**config.mk**
```make
export PLATFORM = sky130hd
export DESIGN_NAME = mnst_ctrl
export DESIGN_NICKNAME = d
export VERILOG_FILES = /design/src/sv/mnst_pkg.sv /design/src/sv/mnst_ctrl.sv
export SDC_FILE = /design/constraint.sdc
export NUM_CORES = 1
export LEC_CHECK = 0
export BUFFER_PORTS_ARGS = -buffer_cell sky130_fd_sc_hd__buf_2
export CORE_MARGIN = 2
export CORE_UTILIZATION = 34
export DETAILED_ROUTE_END_ITERATION = 16
export PLACE_DENSITY = 0.67
export REMOVE_ABC_BUFFERS = 1
export SLEW_MARGIN = 25
export SYNTH_ARGS = -nofsm -noshare
export SYNTH_HDL_FRONTEND = slang
export SYNTH_SLANG_ARGS = --single-unit
```
**constraint.sdc**
```tcl
create_clock -name clk_i -period 1.77 [get_ports clk_i]
set_clock_uncertainty 0.15 [all_clocks]
set_input_delay 0.0885 -clock clk_i [delete_from_list [all_inputs] [get_ports clk_i]]
set_output_delay 0.0885 -clock clk_i [all_outputs]
set_load 0.01 [all_outputs]
```
**src/sv/mnst_pkg.sv**
```systemverilog
// Shared types and constants for the MIDI note sustain tracker.
// No dependencies; imported by every RTL module of the block but mnst_ram.
package mnst_pkg;

  // Note range and channel bitmap width
  localparam int NOTE_COUNT   = 128;
  localparam int CHANNEL_BITS = 16;

  localparam int HalfNotes = 64;
  localparam int HalfW     = $clog2(HalfNotes);
  localparam int RowDepth  = 2 * 128;
  localparam int RowAddrW  = $clog2(RowDepth);
  localparam int RowW      = 2 * CHANNEL_BITS;
  localparam int PedalCnt  = 32;

  localparam logic [7:0] NoteLimit = 8'(NOTE_COUNT);
  localparam logic [5:0] ChanLimit = 6'(CHANNEL_BITS);

  // Item modes
  localparam logic [1:0] ModeNoteOn  = 2'd0;
  localparam logic [1:0] ModeNoteOff = 2'd1;
  localparam logic [1:0] ModeSustain = 2'd2;
  localparam logic [1:0] ModeFree    = 2'd3;

  // Event kinds
  localparam logic EvOn  = 1'b0;
  localparam logic EvOff = 1'b1;

  typedef enum logic [1:0] {
    OutSelOff  = 2'd0,
    OutSelOn   = 2'd1,
    OutSelPend = 2'd2
  } out_sel_e;

  typedef struct packed {
    logic [1:0] mode;
    logic       layer;
    logic [3:0] channel;
    logic [6:0] note;
    logic [6:0] velocity;
    logic       pedal_down;
  } in_t;

  typedef struct packed {
    logic       event_kind;
    logic [3:0] out_channel;
    logic [6:0] out_note;
    logic [6:0] out_velocity;
    logic       last;
  } out_t;

  // Controller to datapath commands
  typedef struct packed {
    logic     load_item;
    logic     rd_single;
    logic     rd_drain;
    logic     wr_single;
    logic     wr_drain;
    logic     set_flag;
    logic     push;
    out_sel_e out_sel;
    logic     out_last;
    logic     pend_load;
    logic     pend_clr;
    logic     cnt_clr;
    logic     cnt_inc;
  } cmd_t;

  // Datapath to controller status
  typedef struct packed {
    logic [1:0] mode;
    logic       pedal_down;
    logic       chan_ok;
    logic       note_ok;
    logic       act;
    logic       hld;
    logic       flag;
    logic       slot;
    logic       cnt_last;
    logic       dnote_ok;
    logic       pend_v;
  } sts_t;

endpackage

```
**src/sv/mnst_ctrl.sv**
```systemverilog
// Sequencer of the note tracker: dispatches items, single-note updates and drain walks.
// Depends on mnst_pkg for command and status types.
module mnst_ctrl import mnst_pkg::*; (
  input  logic clk_i,
  input  logic rst_ni,
  input  logic in_valid_i,
  output logic in_ready_o,
  input  sts_t sts_i,
  output cmd_t cmd_o
);

  localparam logic [2:0] SIdle = 3'd0;
  localparam logic [2:0] SDisp = 3'd1;
  localparam logic [2:0] SEval = 3'd2;
  localparam logic [2:0] SOn   = 3'd3;
  localparam logic [2:0] SDrd  = 3'd4;
  localparam logic [2:0] SDchk = 3'd5;
  localparam logic [2:0] SDend = 3'd6;

  logic [2:0] state_q, state_d;
  logic       hit;

  // Drain hit: free releases active notes, both release held notes
  assign hit = sts_i.dnote_ok &&
               (((sts_i.mode == ModeFree) && sts_i.act) || sts_i.hld);

  assign in_ready_o = (state_q == SIdle);

  // Next state and commands
  always_comb begin
    cmd_o   = '0;
    state_d = state_q;
    case (state_q)
      SIdle: begin
        if (in_valid_i) begin
          cmd_o.load_item = 1'b1;
          cmd_o.cnt_clr   = 1'b1;
          state_d         = SDisp;
        end
      end
      SDisp: begin
        if (!sts_i.chan_ok) begin
          state_d = SIdle;
        end else begin
          case (sts_i.mode)
            ModeNoteOn, ModeNoteOff: begin
              if (sts_i.note_ok) begin
                cmd_o.rd_single = 1'b1;
                state_d         = SEval;
              end else begin
                state_d = SIdle;
              end
            end
            ModeSustain: begin
              cmd_o.set_flag = 1'b1;
              state_d        = sts_i.pedal_down ? SIdle : SDrd;
            end
            ModeFree: begin
              cmd_o.set_flag = 1'b1;
              state_d        = SDrd;
            end
            default: state_d = SIdle;
          endcase
        end
      end
      SEval: begin
        if (sts_i.mode == ModeNoteOn) begin
          // retrigger needs an off first
          if (!((sts_i.act || sts_i.hld) && !sts_i.slot)) begin
            cmd_o.wr_single = 1'b1;
            if (sts_i.act || sts_i.hld) begin
              cmd_o.push     = 1'b1;
              cmd_o.out_sel  = OutSelOff;
              cmd_o.out_last = 1'b0;
            end
            state_d = SOn;
          end
        end else if (!sts_i.act) begin
          state_d = SIdle;
        end else if (sts_i.flag) begin
          cmd_o.wr_single = 1'b1;
          state_d         = SIdle;
        end else if (sts_i.slot) begin
          cmd_o.wr_single = 1'b1;
          cmd_o.push      = 1'b1;
          cmd_o.out_sel   = OutSelOff;
          cmd_o.out_last  = 1'b1;
          state_d         = SIdle;
        end
      end
      SOn: begin
        if (sts_i.slot) begin
          cmd_o.push     = 1'b1;
          cmd_o.out_sel  = OutSelOn;
          cmd_o.out_last = 1'b1;
          state_d        = SIdle;
        end
      end
      SDrd: begin
        cmd_o.rd_drain = 1'b1;
        state_d        = SDchk;
      end
      SDchk: begin
        // hold while a pending off cannot be sent yet
        if (!(hit && sts_i.pend_v && !sts_i.slot)) begin
          if (hit) begin
            cmd_o.wr_drain  = 1'b1;
            cmd_o.pend_load = 1'b1;
            if (sts_i.pend_v) begin
              cmd_o.push     = 1'b1;
              cmd_o.out_sel  = OutSelPend;
              cmd_o.out_last = 1'b0;
            end
          end
          if (sts_i.cnt_last) begin
            state_d = SDend;
          end else begin
            cmd_o.cnt_inc = 1'b1;
            state_d       = SDrd;
          end
        end
      end
      SDend: begin
        if (!sts_i.pend_v) begin
          state_d = SIdle;
        end else if (sts_i.slot) begin
          cmd_o.push     = 1'b1;
          cmd_o.out_sel  = OutSelPend;
          cmd_o.out_last = 1'b1;
          cmd_o.pend_clr = 1'b1;
          state_d        = SIdle;
        end
      end
      default: state_d = SIdle;
    endcase
  end

  // State register
  always_ff @(posedge clk_i or negedge rst_ni) begin
    if (!rst_ni) begin
      state_q <= SIdle;
    end else begin
      state_q <= state_d;
    end
  end

endmodule

```
# ---- Yosys cells after proc, flatten, opt, wreduce, memory -nomap -nowiden
# Index checks and enable logic that the tools add are counted.
dict set report word_totals {
  elab_cells 78
  ff_bits 3
  out_inout_bits 15
}
dict set report op_classes {
  reduce_logical 13
  mux 52
  n_eq_ne 12
}
# op count
set op_table {}
lappend op_table {{4-bit 2-to-1 mux} 10}
lappend op_table {{3-bit 2-to-1 mux} 10}
lappend op_table {{1-bit 2-to-1 mux} 25}
lappend op_table {{3-bit one-hot mux with 7 select lines} 1}
lappend op_table {{4-bit one-hot mux with 4 select lines} 1}
lappend op_table {{5-bit 2-to-1 mux} 2}
lappend op_table {{3-bit == test, second input constant} 3}
lappend op_table {{3-bit one-hot mux with 3 select lines} 1}
lappend op_table {{3-bit by 2-bit == test with 1-bit output, second input constant} 2}
lappend op_table {{1-bit logical AND} 5}
lappend op_table {{2-bit == test, second input constant} 2}
lappend op_table {{2-bit 2-to-1 mux} 2}
lappend op_table {{2-bit != test, second input constant} 2}
lappend op_table {{2-bit OR reduction} 2}
lappend op_table {{3-bit by 1-bit == test with 1-bit output, second input constant} 1}
lappend op_table {{3-bit zero test} 1}
lappend op_table {{3-bit != test, second input constant} 1}
lappend op_table {{3-bit AND reduction} 1}
lappend op_table {{2-bit by 1-bit == test with 1-bit output, second input constant} 1}
lappend op_table {{2-bit zero test} 1}
lappend op_table {{1-bit logical OR} 2}
lappend op_table {{1-bit zero test} 1}

# ---- Longest topological paths before layout
dict set report depth {
  ltp_word 8
  ltp_mapped 5
  mapped_depth_nobuf 4
}

# ---- Worst setup path before layout
# OpenSTA, ideal clock, no wires.
dict set report synth_timing {
  kind {reg-to-output}
  start {register state_q[0]}
  end {output cmd_o[7] (netlist bit)}
  path_slack_ns 0.144
  t_required_ns 1.531
  n_path_buf 0
  arrival_time_ns 1.388
  path_stages_with_launch 5
  path_cell_list {dfrtp_1 -> or3b_4 -> or3_4 -> o21ai_2 -> a21o_1}
}
# item line_no
set synth_lines {}
lappend synth_lines {{from (decl)} mnst_ctrl.sv:20} ;# logic [2:0] state_q, state_d;
lappend synth_lines {{from (signal assigned)} mnst_ctrl.sv:141} ;# state_q <= SIdle;
lappend synth_lines {{from (signal assigned)} mnst_ctrl.sv:143} ;# state_q <= state_d;
lappend synth_lines {{to (decl)} mnst_ctrl.sv:9} ;# output cmd_t cmd_o

==> metrics.md <==
| Metric | Value |
|---|---|
| GR Overflow Total | 0 |
| Largest family of logic cells by synthesized area | simple AND/OR/NAND/NOR gates |
| Ys async rst share | 100.0% |
| RSZ-0062 raised after global routing | yes |
| Worst slew margin | 73.14% |
| # IOs | 30 |
| Syn Area/Cell | 7.155 µm² |
| CTS tree | yes |
| Synth Area in Simple Gates | 47.54% |
| CP startpoint kind | register |
| WP data arrival | approximately 1.6 ns |
| MaxCap Viol Count | 0 |
| Vias in the first global route | between 500 and 600 |
| Die Wd | roughly 40 µm |
| Crit-path max cell delay | ~0.40 ns |
| Worst Path Buf+Inv | 1 |
| Antenna violations before repair | 0 |
| Core Region | between 1000 and 1500 µm² |
| Status | finished, violations left |
| TritonCTS Buffers | 3 |
| Antenna diode count | 0 |
| Starting Density | ~36% |
| Post-DRT Antenna Nets | 0 |
| Area delta synth->final | 48.91% |
| DR iter-0 viols | 14 |
| Worst vdd ir | between 0.0003 and 0.0004 V |
| CP endpoint kind | output pin |
| Synth area leaders | dfrtp_1 (16%), nor2_1 (7.4%), nand2b_1 (4.1%) |
| Multi-input gate area in the final layout | roughly 370 µm² |
| CTS sink cnt | 3 |
| WL final | between 1 and 1.5 mm |
| Reg-to-Reg End | state_q[1]$_DFFE_PN0P_ |
| First-pass GRT wire length | between 2 and 2.5 mm |
| Post-Synth Adder-Cell Area | 0% |
| EDFF count, synth | 0 |
| Worst Path Required | about 1.5 ns |
| Largest net degree at the start of global routing | 16 |
| Clk root buf | clkbuf_4 |
| Placed Area | about 600 µm² |
| Pleak | between 0.3 and 0.4 nW |
| Max Slew Vio Count | 0 |
| HP Class | input port to asynchronous set/reset pin |
| Fin crit share | 105.7% |
| Worst setup path category | register to output pin |
| Mapped Cells | 64 |
| Flop-to-flop setup slack | roughly 0.060 ns |
| Setup violation total in the final timing report | 1 |
| I/O Buffers | 29 |
| PD cells | about 1100 nW/µm² |
| Die Area | 1656 µm² |
| Total number of vias | between 600 and 700 |
| Final worst slack | -0.1006 ns |
| RR Startpoint | state_q[0]$_DFFE_PN0P_ |
| Clock-pin transition on the worst setup and hold timing paths | about 0.04 ns |
| Worst r2r path cells | 4 |
| Setup_tns | -0.1006 ns |
| Worst-Margin Slew | around 0.39 ns |
| Gpl congestion | 0.8913 |
| Post-synthesis mux area share | around 2.2% |
| Failing checks | setup timing |
| Sequential fraction of the synthesis area | ~16% |
| Post-synthesis compound-gate area fraction | 26.23% |
| Final Critical Period | between 1.5 and 2 ns |
| Synthesized area | ~460 µm² |
| Drt first pass iters | 4 |
| Hold Vio Cnt, Final | 0 |
| Most frequent cell after synthesis | nor2_1 |
| Storage cell area | 75.07 µm² |
| Vias per Instance | 5.402 |
| Nets | 113 |
| # fillers | 130 |
| Cell area after layout | ~700 µm² |
| Post-DP HPWL | about 990 µm |
| Final non-filler cell total | ~110 |
| Top reg by flops | state_q |
| Routed WL per cell | between 10 and 15 µm |
| Largest register FFs | 3 |
| Top cell type's share of synthesized area | between 15 and 20% |
| CP max FO | 2 |
| Power, Total | approximately 0.72 mW |
| Unique masters post-synth | 37 |
| Seq cells post-synth | 3 |
| Cell row count | 13 |
| Clk buf depth | 2 |
| CP max-delay cell | or3b_4 |
| Crit path max-delay family | simple AND/OR/NAND/NOR gates |
| Gr usage total | between 10% and 20% |
| Max Fclk | about 530 MHz |
| Xor and xnor area share after synthesis | 0% |
| Crit-path cells | or3b_4 -> or3_4 -> o21ai_2 -> a21o_1 -> buf_2 |
| Layout cell share with drive strength beyond 1 | 45.36% |
| Syn. warnings | 0 |
| Primary FF master, synth | dfrtp_1 |
| Clock latency on the worst-skew pair | roughly 0.24 ns |
| Remaining DRCs | 0 |
| Placed Cells | 105 |
| Top Registers | state_q: 3 flops |
| Die Span Y | 40.70 µm |
| Leading area contributor after synthesis | dfrtp_1 |
| CTS HTree Levels | 1 |
worst max-delay path by stage:
stage | start | end | slack, ns | cells past startpoint
6_report | state_q[2]$_DFFE_PN0P_ | cmd_o[7] | -0.10 | 5
5_1_grt | state_q[2]$_DFFE_PN0P_ | cmd_o[7] | -0.15 | 5
4_1_cts | state_q[2]$_DFFE_PN0P_ | cmd_o[7] | -0.11 | 5
3_5_place_dp | state_q[0]$_DFFE_PN0P_ | cmd_o[7] | 0.08 | 5
3_3_place_gp | state_q[0]$_DFFE_PN0P_ | cmd_o[7] | 0.11 | 5
2_1_floorplan | state_q[0]$_DFFE_PN0P_ | cmd_o[7] | 0.03 | 4
logic make-up (layout without fill, tap and decap cells):
| group | count (synthesis) | in the layout |
|---|---|---|
| compound gates | 17 | 17 |
| simple gates | 36 | 36 |
| mux | 1 | 1 |
| flops | 3 | 3 |
| buf+inv | 7 | 40 |
power by group:
group	switching (mW)	internal (mW)	leakage, nW
clock	0.0380	0.0846	0.0150
sequential	0.0138	0.0976	0.0382
combinational	0.265	0.219	0.299
total	0.317	0.401	0.352
stage by stage:
| step | utilization [%] | hold WS, ns | worst slack [ns] |
|---|---|---|---|
| floorplan | - | -0.3571 | 0.02933 |
| global placement | 47.71 | -0.2654 | 0.1075 |
| detailed placement | 47.71 | -0.2646 | 0.07889 |
| CTS | 51.22 | 0.02221 | -0.1138 |
| global route | 53.07 | 0.05024 | -0.1538 |
| finish | 53.07 | 0.02618 | -0.1006 |
layout by cell type (no fill, tap or decap), types with 2 or more instances in the layout:
cell      count
nor3_1        3
nor2_1        8
and3_1        2
nor2b_1       3
buf_2        29
clkbuf_4      3
o21ai_0       2
a31o_1        2
buf_4         5
nand2_1       3
nor3b_1       2
dfrtp_1       3
a21oi_1       2
nand2b_1      3
and2_1        2
final cells by class:
type                            count  share of cell area [%]
Inverter                            1                  0.5505
Timing Repair Buffer               35                   28.26
Tap cell                           15                   2.752
Multi-Input combinational cell     54                   53.58
Clock buffer                        4                   3.853
Sequential cell                     3                   11.01
repair_timing:
item | in CTS | in global routing
pin swaps | 3 | 0
endpoints found under the setup margin | 3 | 5
endpoints found under the hold margin | 3 | 0
hold buffers | 1 | 0
buffers inserted | 1 | 1
gates resized for setup | 1 | 3
metal layers:
layer / vias to the layer above / wire length (µm) / global-route usage [%]
li1: 302 / - / -
met4: 0 / 14 / 9.167
met2: 21 / 682 / 32.54
met3: 2 / 63 / 2.174
met1: 280 / 615 / 23.45
met5: - / 0 / 0
Note: power is estimated with default switching activity, not from simulation.
